[config.mk]
export PLATFORM = sky130hd
export DESIGN_NAME = dac_code_search_for_charge
export DESIGN_NICKNAME = d
export VERILOG_FILES = /design/src/hdl/dcs_pkg.sv /design/src/hdl/dcs_mul_unit.sv /design/src/hdl/dcs_seq.sv /design/src/hdl/dac_code_search_for_charge.sv
export SDC_FILE = /design/constraint.sdc
export NUM_CORES = 2
export LEC_CHECK = 0
export ABC_AREA = 1
export BUFFER_PORTS_ARGS = -buffer_cell sky130_fd_sc_hd__buf_2
export CORE_UTILIZATION = 27
export DETAILED_ROUTE_END_ITERATION = 10
export PLACE_DENSITY = 0.43
export SYNTH_ARGS = -nofsm -noshare
export SYNTH_HDL_FRONTEND = slang
export SYNTH_SLANG_ARGS = --single-unit
[constraint.sdc]
create_clock -name clock -period 17.1 [get_ports clock]
set_clock_uncertainty 0.15 [all_clocks]
set_input_delay 0.855 -clock clock [delete_from_list [all_inputs] [get_ports clock]]
set_output_delay 0.855 -clock clock [all_outputs]
set_load 0.1 [all_outputs]
[src/hdl/dcs_pkg.sv]
`timescale 1ns / 1ps

package dcs_pkg;

   localparam int CODE_COUNT_DEF = 1024;

   localparam int COEF_W    = 48;
   localparam int CAP_W     = 24;
   localparam int TARGET_W  = 24;
   localparam int SEL_W     = 2;
   localparam int BEST_W    = 10;
   localparam int CSR_IDX_W = 3;

   localparam int VAL_W    = 64;
   localparam int LIMB_W   = 32;
   localparam int ACC_W    = 128;
   localparam int DIST_W   = 29;

   localparam int CAP_FRAC    = 20;
   localparam int CHARGE_FRAC = 72;

   // 2^32 / 0.160218 in units of 1e-6, rounded to nearest
   localparam logic [VAL_W-1:0] CHARGE_SCALE =
      ((64'd1000000 << 32) + 64'd80109) / 64'd160218;

   localparam logic [VAL_W-1:0] VAL_MAX = {1'b0, {(VAL_W-1){1'b1}}};
   localparam logic [VAL_W-1:0] VAL_MIN = {1'b1, {(VAL_W-1){1'b0}}};

   localparam logic [CSR_IDX_W-1:0] REG_COEF_CUBIC  = 3'd0;
   localparam logic [CSR_IDX_W-1:0] REG_COEF_SQUARE = 3'd1;
   localparam logic [CSR_IDX_W-1:0] REG_COEF_LINEAR = 3'd2;
   localparam logic [CSR_IDX_W-1:0] REG_COEF_OFFSET = 3'd3;
   localparam logic [CSR_IDX_W-1:0] REG_CAP_HIGH    = 3'd4;
   localparam logic [CSR_IDX_W-1:0] REG_CAP_MEDIUM  = 3'd5;
   localparam logic [CSR_IDX_W-1:0] REG_CAP_LOW     = 3'd6;

   localparam logic [SEL_W-1:0] SEL_LOW    = 2'd0;
   localparam logic [SEL_W-1:0] SEL_MEDIUM = 2'd1;

   typedef enum logic [1:0] {
      SHIFT_NONE,
      SHIFT_CAP,
      SHIFT_CHARGE
   } shift_type;

   typedef enum logic [1:0] {
      MUL_IDLE,
      MUL_ISSUE,
      MUL_DRAIN,
      MUL_ROUND
   } mul_state_type;

   typedef enum logic [2:0] {
      SEQ_IDLE,
      SEQ_ISSUE,
      SEQ_WAIT,
      SEQ_DIST,
      SEQ_DONE
   } seq_state_type;

   // which multiplication of the per-code chain is in flight
   typedef enum logic [2:0] {
      STEP_SQUARE,
      STEP_LINEAR,
      STEP_OFFSET,
      STEP_CAP,
      STEP_CHARGE
   } step_type;

   typedef struct packed {
      logic              start;
      logic [VAL_W-1:0]  x;      // signed operand
      logic [VAL_W-1:0]  y;      // unsigned operand, two limbs
      shift_type         shift;
   } mul_cmd_type;

   typedef struct packed {
      logic              done;
      logic [VAL_W-1:0]  result; // signed, rounded and saturated
   } mul_rsp_type;

   typedef struct packed {
      logic                start;
      logic [CAP_W-1:0]    cap;
      logic [TARGET_W-1:0] target;
   } seq_cmd_type;

   typedef struct packed {
      logic              busy;
      logic              done;
      logic [BEST_W-1:0] best_code;
   } seq_sts_type;

endpackage

[src/hdl/dcs_mul_unit.sv]
`timescale 1ns / 1ps

// Shared 32x32 multiply-accumulate: sign-magnitude product of a 64-bit signed
// operand and a two-limb unsigned operand, rounded half away from zero,
// shifted and saturated to 64 bits.
module dcs_mul_unit (
   input  logic                 clock,
   input  logic                 reset,
   input  dcs_pkg::mul_cmd_type cmd,
   output dcs_pkg::mul_rsp_type rsp
);

   dcs_pkg::mul_state_type state_ff, state_in;

   logic                            neg_ff, neg_in;
   logic [dcs_pkg::VAL_W-1:0]       mag_ff, mag_in;
   logic [dcs_pkg::VAL_W-1:0]       y_ff, y_in;
   logic                            wide_ff, wide_in;
   dcs_pkg::shift_type              shift_ff, shift_in;
   logic [1:0]                      term_ff, term_in;
   logic [2*dcs_pkg::LIMB_W-1:0]    pp_ff, pp_in;
   logic [1:0]                      pp_pos_ff, pp_pos_in;
   logic                            pp_vld_ff, pp_vld_in;
   logic [dcs_pkg::ACC_W-1:0]       acc_ff, acc_in;
   logic                            done_ff, done_in;
   logic [dcs_pkg::VAL_W-1:0]       res_ff, res_in;

   logic                            load_en;
   logic                            issue_en;
   logic                            round_en;
   logic                            last_term;
   logic [dcs_pkg::LIMB_W-1:0]      a_limb;
   logic [dcs_pkg::LIMB_W-1:0]      b_limb;
   logic [dcs_pkg::ACC_W-1:0]       pp_aligned;
   logic [dcs_pkg::ACC_W-1:0]       round_const;
   logic [dcs_pkg::ACC_W-1:0]       shifted;

   assign last_term = wide_ff ? (term_ff == 2'd3) : (term_ff == 2'd1);

   // next state
   always_comb begin
      state_in = state_ff;
      unique case (state_ff)
         dcs_pkg::MUL_IDLE:  if (cmd.start) state_in = dcs_pkg::MUL_ISSUE;
         dcs_pkg::MUL_ISSUE: if (last_term) state_in = dcs_pkg::MUL_DRAIN;
         dcs_pkg::MUL_DRAIN: state_in = dcs_pkg::MUL_ROUND;
         dcs_pkg::MUL_ROUND: state_in = dcs_pkg::MUL_IDLE;
      endcase
   end

   // state decodes
   always_comb begin
      load_en  = 1'b0;
      issue_en = 1'b0;
      round_en = 1'b0;
      unique case (state_ff)
         dcs_pkg::MUL_IDLE:  load_en  = cmd.start;
         dcs_pkg::MUL_ISSUE: issue_en = 1'b1;
         dcs_pkg::MUL_DRAIN: ;
         dcs_pkg::MUL_ROUND: round_en = 1'b1;
      endcase
   end

   // limb order: a0*b0, a1*b0, a0*b1, a1*b1
   always_comb begin
      a_limb    = term_ff[0] ? mag_ff[63:32] : mag_ff[31:0];
      b_limb    = term_ff[1] ? y_ff[63:32] : y_ff[31:0];
      pp_in     = (2*dcs_pkg::LIMB_W)'(a_limb) * (2*dcs_pkg::LIMB_W)'(b_limb);
      pp_pos_in = 2'({1'b0, term_ff[0]} + {1'b0, term_ff[1]});
      pp_vld_in = issue_en;
      term_in   = issue_en ? term_ff + 2'd1 : term_ff;

      unique case (pp_pos_ff)
         2'd0:    pp_aligned = {64'd0, pp_ff};
         2'd1:    pp_aligned = {32'd0, pp_ff, 32'd0};
         2'd2:    pp_aligned = {pp_ff, 64'd0};
         default: pp_aligned = '0;
      endcase

      unique case (cmd.shift)
         dcs_pkg::SHIFT_NONE:   round_const = '0;
         dcs_pkg::SHIFT_CAP:    round_const = dcs_pkg::ACC_W'(1) << (dcs_pkg::CAP_FRAC - 1);
         dcs_pkg::SHIFT_CHARGE: round_const = dcs_pkg::ACC_W'(1) << (dcs_pkg::CHARGE_FRAC - 1);
         default:               round_const = '0;
      endcase

      unique case (shift_ff)
         dcs_pkg::SHIFT_NONE:   shifted = acc_ff;
         dcs_pkg::SHIFT_CAP:    shifted = acc_ff >> dcs_pkg::CAP_FRAC;
         dcs_pkg::SHIFT_CHARGE: shifted = acc_ff >> dcs_pkg::CHARGE_FRAC;
         default:               shifted = acc_ff;
      endcase

      neg_in   = neg_ff;
      mag_in   = mag_ff;
      y_in     = y_ff;
      wide_in  = wide_ff;
      shift_in = shift_ff;
      acc_in   = acc_ff;
      if (load_en) begin
         neg_in   = cmd.x[dcs_pkg::VAL_W-1];
         mag_in   = cmd.x[dcs_pkg::VAL_W-1] ? (dcs_pkg::VAL_W'(0) - cmd.x) : cmd.x;
         y_in     = cmd.y;
         wide_in  = (cmd.y[63:32] != '0);
         shift_in = cmd.shift;
         acc_in   = round_const;
         term_in  = 2'd0;
      end else if (pp_vld_ff) begin
         acc_in = acc_ff + pp_aligned;
      end

      // magnitude beyond 63 bits clamps on either sign
      if (shifted[dcs_pkg::ACC_W-1:dcs_pkg::VAL_W-1] != '0) begin
         res_in = neg_ff ? dcs_pkg::VAL_MIN : dcs_pkg::VAL_MAX;
      end else begin
         res_in = neg_ff ? (dcs_pkg::VAL_W'(0) - shifted[dcs_pkg::VAL_W-1:0])
                         : shifted[dcs_pkg::VAL_W-1:0];
      end
      done_in = round_en;
   end

   always_ff @(posedge clock) begin
      if (reset) begin
         state_ff  <= dcs_pkg::MUL_IDLE;
         pp_vld_ff <= 1'b0;
         done_ff   <= 1'b0;
      end else begin
         state_ff  <= state_in;
         pp_vld_ff <= pp_vld_in;
         done_ff   <= done_in;
      end
   end

   always_ff @(posedge clock) begin
      neg_ff    <= neg_in;
      mag_ff    <= mag_in;
      y_ff      <= y_in;
      wide_ff   <= wide_in;
      shift_ff  <= shift_in;
      term_ff   <= term_in;
      pp_ff     <= pp_in;
      pp_pos_ff <= pp_pos_in;
      acc_ff    <= acc_in;
      if (round_en) res_ff <= res_in;
   end

   assign rsp.done   = done_ff;
   assign rsp.result = res_ff;

endmodule

[src/hdl/dcs_seq.sv]
`timescale 1ns / 1ps

// Walks the codes in order, drives the shared multiplier through the
// Horner chain and the capacitance and charge scaling, and keeps the nearest code.
module dcs_seq #(
   parameter int CODE_COUNT = dcs_pkg::CODE_COUNT_DEF
) (
   input  logic                         clock,
   input  logic                         reset,
   input  dcs_pkg::seq_cmd_type         cmd,
   input  logic                         ack,
   input  logic [dcs_pkg::COEF_W-1:0]   coef_cubic,
   input  logic [dcs_pkg::COEF_W-1:0]   coef_square,
   input  logic [dcs_pkg::COEF_W-1:0]   coef_linear,
   input  logic [dcs_pkg::COEF_W-1:0]   coef_offset,
   input  dcs_pkg::mul_rsp_type         mul_rsp,
   output dcs_pkg::mul_cmd_type         mul_cmd,
   output dcs_pkg::seq_sts_type         sts
);

   localparam int CW = $clog2(CODE_COUNT);
   localparam logic [CW-1:0] LAST_CODE = CW'(CODE_COUNT - 1);

   dcs_pkg::seq_state_type state_ff, state_in;
   dcs_pkg::step_type      step_ff, step_in;

   logic [CW-1:0]                  v_ff, v_in;
   logic [CW-1:0]                  best_ff, best_in;
   logic [dcs_pkg::DIST_W-1:0]     best_dist_ff, best_dist_in;
   logic [dcs_pkg::VAL_W-1:0]      p_ff, p_in;
   logic [dcs_pkg::TARGET_W-1:0]   target_ff, target_in;
   logic [dcs_pkg::CAP_W-1:0]      cap_ff, cap_in;

   logic [dcs_pkg::DIST_W-1:0]     target_ext;
   logic [dcs_pkg::DIST_W-1:0]     diff;
   logic [dcs_pkg::DIST_W-1:0]     code_dist;
   logic [dcs_pkg::DIST_W-1:0]     cmd_target_ext;

   function automatic logic [dcs_pkg::VAL_W-1:0] sext_coef(
      input logic [dcs_pkg::COEF_W-1:0] c);
      return {{(dcs_pkg::VAL_W-dcs_pkg::COEF_W){c[dcs_pkg::COEF_W-1]}}, c};
   endfunction

   function automatic logic [dcs_pkg::VAL_W-1:0] sat_add(
      input logic [dcs_pkg::VAL_W-1:0] a,
      input logic [dcs_pkg::VAL_W-1:0] b);
      logic [dcs_pkg::VAL_W:0] s;
      s = {a[dcs_pkg::VAL_W-1], a} + {b[dcs_pkg::VAL_W-1], b};
      if (s[dcs_pkg::VAL_W] != s[dcs_pkg::VAL_W-1])
         return s[dcs_pkg::VAL_W] ? dcs_pkg::VAL_MIN : dcs_pkg::VAL_MAX;
      return s[dcs_pkg::VAL_W-1:0];
   endfunction

   // next state
   always_comb begin
      state_in = state_ff;
      unique case (state_ff)
         dcs_pkg::SEQ_IDLE:  if (cmd.start) state_in = dcs_pkg::SEQ_ISSUE;
         dcs_pkg::SEQ_ISSUE: state_in = dcs_pkg::SEQ_WAIT;
         dcs_pkg::SEQ_WAIT: begin
            if (mul_rsp.done) begin
               state_in = (step_ff == dcs_pkg::STEP_CHARGE) ? dcs_pkg::SEQ_DIST
                                                            : dcs_pkg::SEQ_ISSUE;
            end
         end
         dcs_pkg::SEQ_DIST:
            state_in = (v_ff == LAST_CODE) ? dcs_pkg::SEQ_DONE : dcs_pkg::SEQ_ISSUE;
         dcs_pkg::SEQ_DONE:  if (ack) state_in = dcs_pkg::SEQ_IDLE;
         default:            state_in = dcs_pkg::SEQ_IDLE;
      endcase
   end

   // outputs
   always_comb begin
      mul_cmd.start = (state_ff == dcs_pkg::SEQ_ISSUE);
      mul_cmd.x     = p_ff;
      unique case (step_ff)
         dcs_pkg::STEP_CAP: begin
            mul_cmd.y     = dcs_pkg::VAL_W'(cap_ff);
            mul_cmd.shift = dcs_pkg::SHIFT_CAP;
         end
         dcs_pkg::STEP_CHARGE: begin
            mul_cmd.y     = dcs_pkg::CHARGE_SCALE;
            mul_cmd.shift = dcs_pkg::SHIFT_CHARGE;
         end
         default: begin
            mul_cmd.y     = dcs_pkg::VAL_W'(v_ff);
            mul_cmd.shift = dcs_pkg::SHIFT_NONE;
         end
      endcase
      sts.busy      = (state_ff != dcs_pkg::SEQ_IDLE);
      sts.done      = (state_ff == dcs_pkg::SEQ_DONE);
      sts.best_code = dcs_pkg::BEST_W'(best_ff);
   end

   // datapath
   always_comb begin
      // charge fits well inside DIST_W bits, so its low bits carry the sign
      target_ext = {{(dcs_pkg::DIST_W-dcs_pkg::TARGET_W){target_ff[dcs_pkg::TARGET_W-1]}},
                    target_ff};
      diff       = p_ff[dcs_pkg::DIST_W-1:0] - target_ext;
      code_dist  = diff[dcs_pkg::DIST_W-1] ? (dcs_pkg::DIST_W'(0) - diff) : diff;
      cmd_target_ext = {{(dcs_pkg::DIST_W-dcs_pkg::TARGET_W){cmd.target[dcs_pkg::TARGET_W-1]}},
                        cmd.target};

      step_in      = step_ff;
      v_in         = v_ff;
      best_in      = best_ff;
      best_dist_in = best_dist_ff;
      p_in         = p_ff;
      target_in    = target_ff;
      cap_in       = cap_ff;

      unique case (state_ff)
         dcs_pkg::SEQ_IDLE: begin
            if (cmd.start) begin
               p_in         = sext_coef(coef_cubic);
               v_in         = '0;
               step_in      = dcs_pkg::STEP_SQUARE;
               best_in      = '0;
               best_dist_in = cmd_target_ext[dcs_pkg::DIST_W-1]
                              ? (dcs_pkg::DIST_W'(0) - cmd_target_ext) : cmd_target_ext;
               target_in    = cmd.target;
               cap_in       = cmd.cap;
            end
         end
         dcs_pkg::SEQ_WAIT: begin
            if (mul_rsp.done) begin
               unique case (step_ff)
                  dcs_pkg::STEP_SQUARE: begin
                     p_in    = sat_add(mul_rsp.result, sext_coef(coef_square));
                     step_in = dcs_pkg::STEP_LINEAR;
                  end
                  dcs_pkg::STEP_LINEAR: begin
                     p_in    = sat_add(mul_rsp.result, sext_coef(coef_linear));
                     step_in = dcs_pkg::STEP_OFFSET;
                  end
                  dcs_pkg::STEP_OFFSET: begin
                     p_in    = sat_add(mul_rsp.result, sext_coef(coef_offset));
                     step_in = dcs_pkg::STEP_CAP;
                  end
                  dcs_pkg::STEP_CAP: begin
                     p_in    = mul_rsp.result;
                     step_in = dcs_pkg::STEP_CHARGE;
                  end
                  dcs_pkg::STEP_CHARGE: p_in = mul_rsp.result;
                  default:              step_in = dcs_pkg::STEP_SQUARE;
               endcase
            end
         end
         dcs_pkg::SEQ_DIST: begin
            // strictly nearer only, so ties keep the earlier code
            if (code_dist < best_dist_ff) begin
               best_dist_in = code_dist;
               best_in      = v_ff;
            end
            v_in    = v_ff + CW'(1);
            p_in    = sext_coef(coef_cubic);
            step_in = dcs_pkg::STEP_SQUARE;
         end
         default: ;
      endcase
   end

   always_ff @(posedge clock) begin
      if (reset) begin
         state_ff <= dcs_pkg::SEQ_IDLE;
      end else begin
         state_ff <= state_in;
      end
   end

   always_ff @(posedge clock) begin
      step_ff      <= step_in;
      v_ff         <= v_in;
      best_ff      <= best_in;
      best_dist_ff <= best_dist_in;
      p_ff         <= p_in;
      target_ff    <= target_in;
      cap_ff       <= cap_in;
   end

endmodule

[src/hdl/dac_code_search_for_charge.sv]
`timescale 1ns / 1ps

// Search: walks the codes in turn; the shared 32x32 multiplier serves five
//   products per code (2 + 2 + 2 + 2 + 4 limbs).
// Flow: one request at a time; req_tready is low while a search runs and
//   until its code is handed to the response register. A finished response
//   may wait in its register.
// Reset: synchronous, active high; clears control state and config registers.
module dac_code_search_for_charge #(
   parameter int CODE_COUNT = dcs_pkg::CODE_COUNT_DEF
) (
   input  logic        clock,
   input  logic        reset,

   input  logic        req_tvalid,
   output logic        req_tready,
   input  logic [23:0] req_tdata,   // [23:0] target_charge (signed electrons)
   input  logic [1:0]  req_tuser,   // [1:0] cap_select

   output logic        rsp_tvalid,
   input  logic        rsp_tready,
   output logic [15:0] rsp_tdata,   // [9:0] best_code, [15:10] zero

   input  logic        csr_wen,
   input  logic [2:0]  csr_index,
   input  logic [47:0] csr_wdata
);

   logic [dcs_pkg::COEF_W-1:0] coef_cubic_ff,  coef_cubic_in;
   logic [dcs_pkg::COEF_W-1:0] coef_square_ff, coef_square_in;
   logic [dcs_pkg::COEF_W-1:0] coef_linear_ff, coef_linear_in;
   logic [dcs_pkg::COEF_W-1:0] coef_offset_ff, coef_offset_in;
   logic [dcs_pkg::CAP_W-1:0]  cap_high_ff,    cap_high_in;
   logic [dcs_pkg::CAP_W-1:0]  cap_medium_ff,  cap_medium_in;
   logic [dcs_pkg::CAP_W-1:0]  cap_low_ff,     cap_low_in;

   logic                        rsp_valid_ff, rsp_valid_in;
   logic [dcs_pkg::BEST_W-1:0]  rsp_code_ff,  rsp_code_in;

   dcs_pkg::seq_cmd_type seq_cmd;
   dcs_pkg::seq_sts_type seq_sts;
   dcs_pkg::mul_cmd_type mul_cmd;
   dcs_pkg::mul_rsp_type mul_rsp;
   logic                 seq_ack;

   // Configuration writes; an index past the last register is dropped.
   always_comb begin
      coef_cubic_in  = coef_cubic_ff;
      coef_square_in = coef_square_ff;
      coef_linear_in = coef_linear_ff;
      coef_offset_in = coef_offset_ff;
      cap_high_in    = cap_high_ff;
      cap_medium_in  = cap_medium_ff;
      cap_low_in     = cap_low_ff;
      if (csr_wen) begin
         unique case (csr_index)
            dcs_pkg::REG_COEF_CUBIC:  coef_cubic_in  = csr_wdata;
            dcs_pkg::REG_COEF_SQUARE: coef_square_in = csr_wdata;
            dcs_pkg::REG_COEF_LINEAR: coef_linear_in = csr_wdata;
            dcs_pkg::REG_COEF_OFFSET: coef_offset_in = csr_wdata;
            dcs_pkg::REG_CAP_HIGH:    cap_high_in    = csr_wdata[dcs_pkg::CAP_W-1:0];
            dcs_pkg::REG_CAP_MEDIUM:  cap_medium_in  = csr_wdata[dcs_pkg::CAP_W-1:0];
            dcs_pkg::REG_CAP_LOW:     cap_low_in     = csr_wdata[dcs_pkg::CAP_W-1:0];
            default: ;
         endcase
      end
   end

   // Start a search on each accepted word; both high select codes pick the
   // high capacitance.
   assign req_tready = !seq_sts.busy;

   always_comb begin
      seq_cmd.start  = req_tvalid && req_tready;
      seq_cmd.target = req_tdata[dcs_pkg::TARGET_W-1:0];
      unique case (req_tuser)
         dcs_pkg::SEL_LOW:    seq_cmd.cap = cap_low_ff;
         dcs_pkg::SEL_MEDIUM: seq_cmd.cap = cap_medium_ff;
         default:             seq_cmd.cap = cap_high_ff;
      endcase
   end

   // Response register: load the finished code once the slot is free or
   // drains in the same cycle; hold it while the consumer stalls.
   assign seq_ack = seq_sts.done && (!rsp_valid_ff || rsp_tready);

   always_comb begin
      rsp_valid_in = rsp_valid_ff;
      rsp_code_in  = rsp_code_ff;
      if (seq_ack) begin
         rsp_valid_in = 1'b1;
         rsp_code_in  = seq_sts.best_code;
      end else if (rsp_tready) begin
         rsp_valid_in = 1'b0;
      end
   end

   assign rsp_tvalid = rsp_valid_ff;
   assign rsp_tdata  = {(16 - dcs_pkg::BEST_W)'(0), rsp_code_ff};

   always_ff @(posedge clock) begin
      if (reset) begin
         coef_cubic_ff  <= '0;
         coef_square_ff <= '0;
         coef_linear_ff <= '0;
         coef_offset_ff <= '0;
         cap_high_ff    <= '0;
         cap_medium_ff  <= '0;
         cap_low_ff     <= '0;
         rsp_valid_ff   <= 1'b0;
      end else begin
         coef_cubic_ff  <= coef_cubic_in;
         coef_square_ff <= coef_square_in;
         coef_linear_ff <= coef_linear_in;
         coef_offset_ff <= coef_offset_in;
         cap_high_ff    <= cap_high_in;
         cap_medium_ff  <= cap_medium_in;
         cap_low_ff     <= cap_low_in;
         rsp_valid_ff   <= rsp_valid_in;
      end
   end

   always_ff @(posedge clock) begin
      rsp_code_ff <= rsp_code_in;
   end

   dcs_seq #(
      .CODE_COUNT (CODE_COUNT)
   ) u_seq (
      .clock       (clock),
      .reset       (reset),
      .cmd         (seq_cmd),
      .ack         (seq_ack),
      .coef_cubic  (coef_cubic_ff),
      .coef_square (coef_square_ff),
      .coef_linear (coef_linear_ff),
      .coef_offset (coef_offset_ff),
      .mul_rsp     (mul_rsp),
      .mul_cmd     (mul_cmd),
      .sts         (seq_sts)
   );

   dcs_mul_unit u_mul (
      .clock (clock),
      .reset (reset),
      .cmd   (mul_cmd),
      .rsp   (mul_rsp)
   );

   // An accepted word always starts a search.
   a_accept_starts: assert property (@(posedge clock) disable iff (reset)
      (req_tvalid && req_tready) |=> seq_sts.busy)
      else $error("accepted request did not start a search");

   // A finished search is only reported while the sequencer is active.
   a_done_in_search: assert property (@(posedge clock) disable iff (reset)
      seq_sts.done |-> seq_sts.busy)
      else $error("search done outside an active search");

   // The response register only fills from a handed-over search result.
   a_rsp_from_search: assert property (@(posedge clock) disable iff (reset)
      $rose(rsp_tvalid) |-> $past(seq_ack))
      else $error("response word appeared without a finished search");

endmodule
[Yosys cells after proc, flatten, opt, wreduce, memory -nomap -nowiden]
Index checks and enable logic that the tools add are counted.
Cells by class
  eq/ne operators: 38
  multipliers: 1
  divide/modulo/power cells: 0
  bitwise operators: 0
  reductions and logical operators: 33
  $lt $le $gt $ge: 1
  shift operators: 0
  muxes and demuxes: 66
  $add $sub $neg: 12
Operators by type and width (number)
  $mux 64: 14
  $pmux 128 s3: 1
  $mux 128: 2
  $pmux 128 s2: 1
  $pmux 64 s4: 1
  $add 64x48->65: 3
  $pmux 64 s3: 1
  $pmux 72 s2: 1
  $add 128x128->128: 1
  $sub 1x64->64 const A: 2
  $mux 29: 4
  $pmux 37 s2: 1
  $reduce_bool 65->1: 1
  $mul 32x32->64: 1
  $mux 32: 2
  $mux 63: 1
  $pmux 29 s2: 1
  $pmux 24 s2: 1
  $pmux 10 s2: 2
  $reduce_bool 32->1: 1
  $pmux 3 s5: 2
  $lt 29x29->1: 1
  $sub 1x29->29 const A: 1
  $sub 29x29->29: 1
  other kinds (31): 104
Storage, ports and cells
  bits in writable memories: 0
  latch bits: 0
  input bits: 82
  memories kept: 0
  bits in registers: 838
  memory bits (read-only): 0
  logic and storage cells: 182

[Depth between registers and ports, before layout]
  word-level depth: 10
  gate-level depth with buffers: 36
  mapped depth without buffers: 33

[Modules after synthesis]
Synthesis repeated with hierarchy kept, for this count alone.
Unflattened totals
  cells, all modules: 15978
  area total of the unflattened synthesis: 105870.3 µm²
Modules (own cells, without submodules)
  dcs_mul_unit: area each 65437.8 µm², cells each 9142, times used 1
  dcs_seq: area each 29245.5 µm², cells each 5203, times used 1
  dac_code_search_for_charge: area each 11187.0 µm², cells each 1633, times used 1

[Worst setup path after synthesis]
OpenSTA, ideal clock, no wires.
  kind: register to register
  start: register u_mul.term_ff[0]
  end: register u_mul.pp_ff[60] (netlist name)
  stages on the path, launching flop included: 34
  slack: 9.428 ns
  clock period less this slack: 7.672 ns
  path buffers: 3
  arrival: 7.450 ns
  path through: dfxtp_1 clkbuf_1 inv_1 clkbuf_1 or2_2 o21ai_0 clkbuf_1 inv_1 nand2_1 inv_1 fa_1 inv_1 fa_1 fa_1 fa_1 inv_1 fa_1 inv_1 fa_1 inv_1 fa_1 fa_1 ha_1 nand2_1 nor2_1 nand2_1 nor4b_1 nand3_1 nand3_1 nand2_1 nand2_1 nand2_1 o21ai_0 xor2_1
Between the ends
  longest elaborated chain between the ends: 2
RTL lines
  start, declared: RTL line dcs_mul_unit.sv:20  | logic [1:0] term_ff, term_in;
  start signal, assigned: RTL line dcs_mul_unit.sv:140  | term_ff <= term_in;
  $mux 32: RTL line dcs_mul_unit.sv:66  | a_limb = term_ff[0] ? mag_ff[63:32] : mag_ff[31:0];
  $mul 32x32->64: RTL line dcs_mul_unit.sv:68  | pp_in = (2*dcs_pkg::LIMB_W)'(a_limb) * (2*dcs_pkg::LIMB_W)'(b_limb);
  named net u_mul.pp_in (one bit): RTL line dcs_mul_unit.sv:21  | logic [2*dcs_pkg::LIMB_W-1:0] pp_ff, pp_in;
  end signal, assigned: RTL line dcs_mul_unit.sv:141  | pp_ff <= pp_in;
  end, declared: RTL line dcs_mul_unit.sv:21
The timed path passes the listed nets, and every way through them passes these cells.
A chain may end at the register's enable or synchronous reset.

[Worst setup path after layout]
  start: register u_mul.term_ff[1]
  end: register u_mul.pp_ff[60] (netlist name)
Between the ends
  longest elaborated chain between the ends: 2
RTL lines
  $mux 32: RTL line dcs_mul_unit.sv:67  | b_limb = term_ff[1] ? y_ff[63:32] : y_ff[31:0];
  $mul 32x32->64: RTL line dcs_mul_unit.sv:68
  named net u_mul.pp_in (one bit): RTL line dcs_mul_unit.sv:21
The timed path passes the listed nets, and every way through them passes these cells.

==> metrics <==
status=finished, final reports clean; Final Util=between 20 and 30%; row count=220; DRT Pass-1 Iters=7; Cell Area, Synth=between 90,000 and 100,000 sq um; crit path DAT=10.42 ns; worst-skew pair later-pin latency=0.79 ns; die width=602 um; Vias/cell=5.04; antenna violations before repair=53; core area=359,000 sq um; 1st-iter DRT viols=10.1k; Worst-Margin Slew=1.16 ns; CP most frequent cell=fa_1; largest net degree at the start of global routing=88; total gr overflow=0; clock period minus worst slack=about 10 ns; Synth cell types=61; WL/cell=~26 um; layout cells sized above 1=just under 4%; Post-layout nets=15.6k; post-synth top area share=16.6%; RSZ-0062 raised after global routing=false; post-DP HPWL=403,000 um; post-route setup slack=7.24 ns; fill cell count=40.1k; endpoints failing setup=0; flops & latches, synth=797; CTS tree=done; post-CTS repair timing setup buffer count=0; leading area contributor after synthesis=fa_1; Cells after Synth=14.1k; hold path depth=1; Num CTS Buffers=100; Final Slew Violations=0; critical path data required time=17.66 ns; port buffer count=93; Area Overhead vs Synth=9.51%; DRT antenna net count=0; Initial Utilization=~27%; first-pass GRT wire length=roughly 680,000 um; drt drc=0; crit path buf inv count=4; Syn Area/Cell=6.90 sq um; gr usage total=26.3%; pre-CTS worst setup slack=7.43 ns; asr flop ratio synth=0%; Slew headroom=approximately 23%; cts repair resizes=0; hold crit path type=input port to flip-flop; sequential element share of the synthesized area=21.1%; Period Utilization, post-route=between 50 and 60%; Die Area=363,000 sq um; final wirelength=roughly 490,000 um; CP Launch Type=flip-flop; CP max FO=17; vias in the first global route=between 90k and 100k; FF-to-FF path depth=26; hold violation count in the final report=0; total negative slack=0 ns; gpl congestion=1.02; Max Freq=101 MHz; via count=95.1k; clk buf depth=3; Ys Warns=0; # hold bufs at CTS=0; crit path capture type=flip-flop; Worst path top cell family by delay=adder cells; EDFF count, synth=457; H-tree depth=3; top cells by count, synth=nand2_1 (3,484), inv_1 (2,369), nor2_1 (1,969); Die Y=around 600 um; most used flip-flop cell after synthesis=edfxtp_1; number of max-cap violations=0; slowest cell on the critical path=clkinv_1; Worst path max stage delay=around 1.1 ns; Sink Count=797; num ports=100; Clk pin slew, worst setup/hold paths=0.07 ns; Critical Path Stages=26; clock root cell=clkbuf_16; kind of critical path=flip-flop to flip-flop; top-count cell post-synth=nand2_1; main area contributors after synthesis=fa_1 (17%), edfxtp_1 (14%), nand2_1 (13%)
==> state kept, by name (all words and copies together) (netlist names), 3 cells and up <==
register,count
u_mul.mag_ff,64
u_seq.best_dist_ff,29
u_mul.acc_ff,128
u_mul.y_ff,25
coef_offset_ff,48
u_seq.cap_ff,24
coef_square_ff,48
u_seq.step_ff,3
coef_cubic_ff,48
u_mul.res_ff,64
u_seq.target_ff,24
coef_linear_ff,48
cap_medium_ff,24
cap_low_ff,24
u_seq.v_ff,10
u_seq.best_ff,10
rsp_code_ff,10
u_seq.p_ff,64
u_seq.state_ff,3
u_mul.pp_ff,64
cap_high_ff,24
==> worst paths after layout <==
check	startpoint	to	slack, ns
worst min register to register	u_seq.best_ff[5]	rsp_code_ff[5]	0.27
worst min-delay path	req_tdata[12]	u_seq.target_ff[12]	0.17
worst max-delay path	u_mul.term_ff[1]	u_mul.pp_ff[60]	7.24
worst max register to register	u_mul.term_ff[1]	u_mul.pp_ff[60]	7.24
==> cell families (layout without fill, tap and decap cells) <==
logic type	count (synthesis)	count (layout)	synth area share (%)
adder cells (fa/ha/maj)	1510	1510	25.6
buffers and inverters	2790	2789	11.0
AND/OR/NAND/NOR	6530	6530	27.2
XOR/XNOR	313	313	2.83
AO/OA/AOI/OAI	2150	2150	12.2
other	1	21	0.00386
flip-flops	797	797	21.1
==> through the flow <==
stage,area [sq um],hold slack (ns),cells
floorplan,97300,0.250,14100
global placement,103000,0.251,18700
detailed placement,103000,0.256,18700
CTS,106000,0.109,18900
global route,106000,0.140,18900
finish,107000,0.169,18900
==> worst reg2reg max path, stage by stage, from the launching register on <==
cell	delay (ns)
dfxtp_1	0.35
clkinv_1	0.28
buf_4	0.31
nand2_1	0.83
clkinv_1	1.10
nand2_1	0.36
fa_1	0.48
fa_1	0.51
fa_1	0.46
fa_1	0.42
inv_1	0.07
fa_1	0.44
fa_1	0.53
fa_1	0.57
fa_1	0.46
ha_1	0.43
nand2_1	0.13
nor2_1	0.21
nand2_1	0.10
nor4b_1	0.60
nand3_1	0.15
nand3_1	0.22
nand2_1	0.09
nand2_1	0.10
nand2_1	0.09
o21ai_0	0.20
xor2_1	0.16
==> placed cells by master, fill, tap and decap left out, drive strengths merged, types with 45 or more instances in the layout <==
master	netlist	layout
dfxtp	340	340
nand2	3504	3504
fa	806	806
nand4	163	163
nor3	120	120
clkinv	10	49
a21oi	1182	1182
nand3b	50	50
ha	704	704
xnor2	132	132
nor2	1980	1980
xor2	181	181
o21ai	542	542
nand3	596	596
o22ai	67	67
nor4	45	45
edfxtp	457	457
o21bai	78	78
inv	2379	2391
clkbuf	298	124
buf	103	213
o21a	73	73
==> layout make-up <==
type | instances | area (sq um) | share of cell area [%]
timing repair buffer | 213 | 1380 | 1.29
sequential | 797 | 20500 | 19.3
tap | 4773 | 5970 | 5.61
antenna | 15 | 37.5 | 0.0352
inverter | 2389 | 8980 | 8.43
clock buffer | 124 | 2700 | 2.54
clock inverter | 63 | 677 | 0.635
multi-input combinational | 10500 | 66300 | 62.2
==> metal layers <==
metal | track usage (%) | up-vias | part of all wire, %
met5 | 0 | - | 0.013
met4 | 9.80 | 10 | 4.4
met3 | 3.81 | 613 | 7.0
met2 | 41.0 | 3451 | 44
met1 | 36.6 | 46500 | 45
li1 | - | 44500 | -
Power is left out: the tool's default activity adds up to more than one toggle a clock period on the data nets, which glitch-free logic cannot reach.
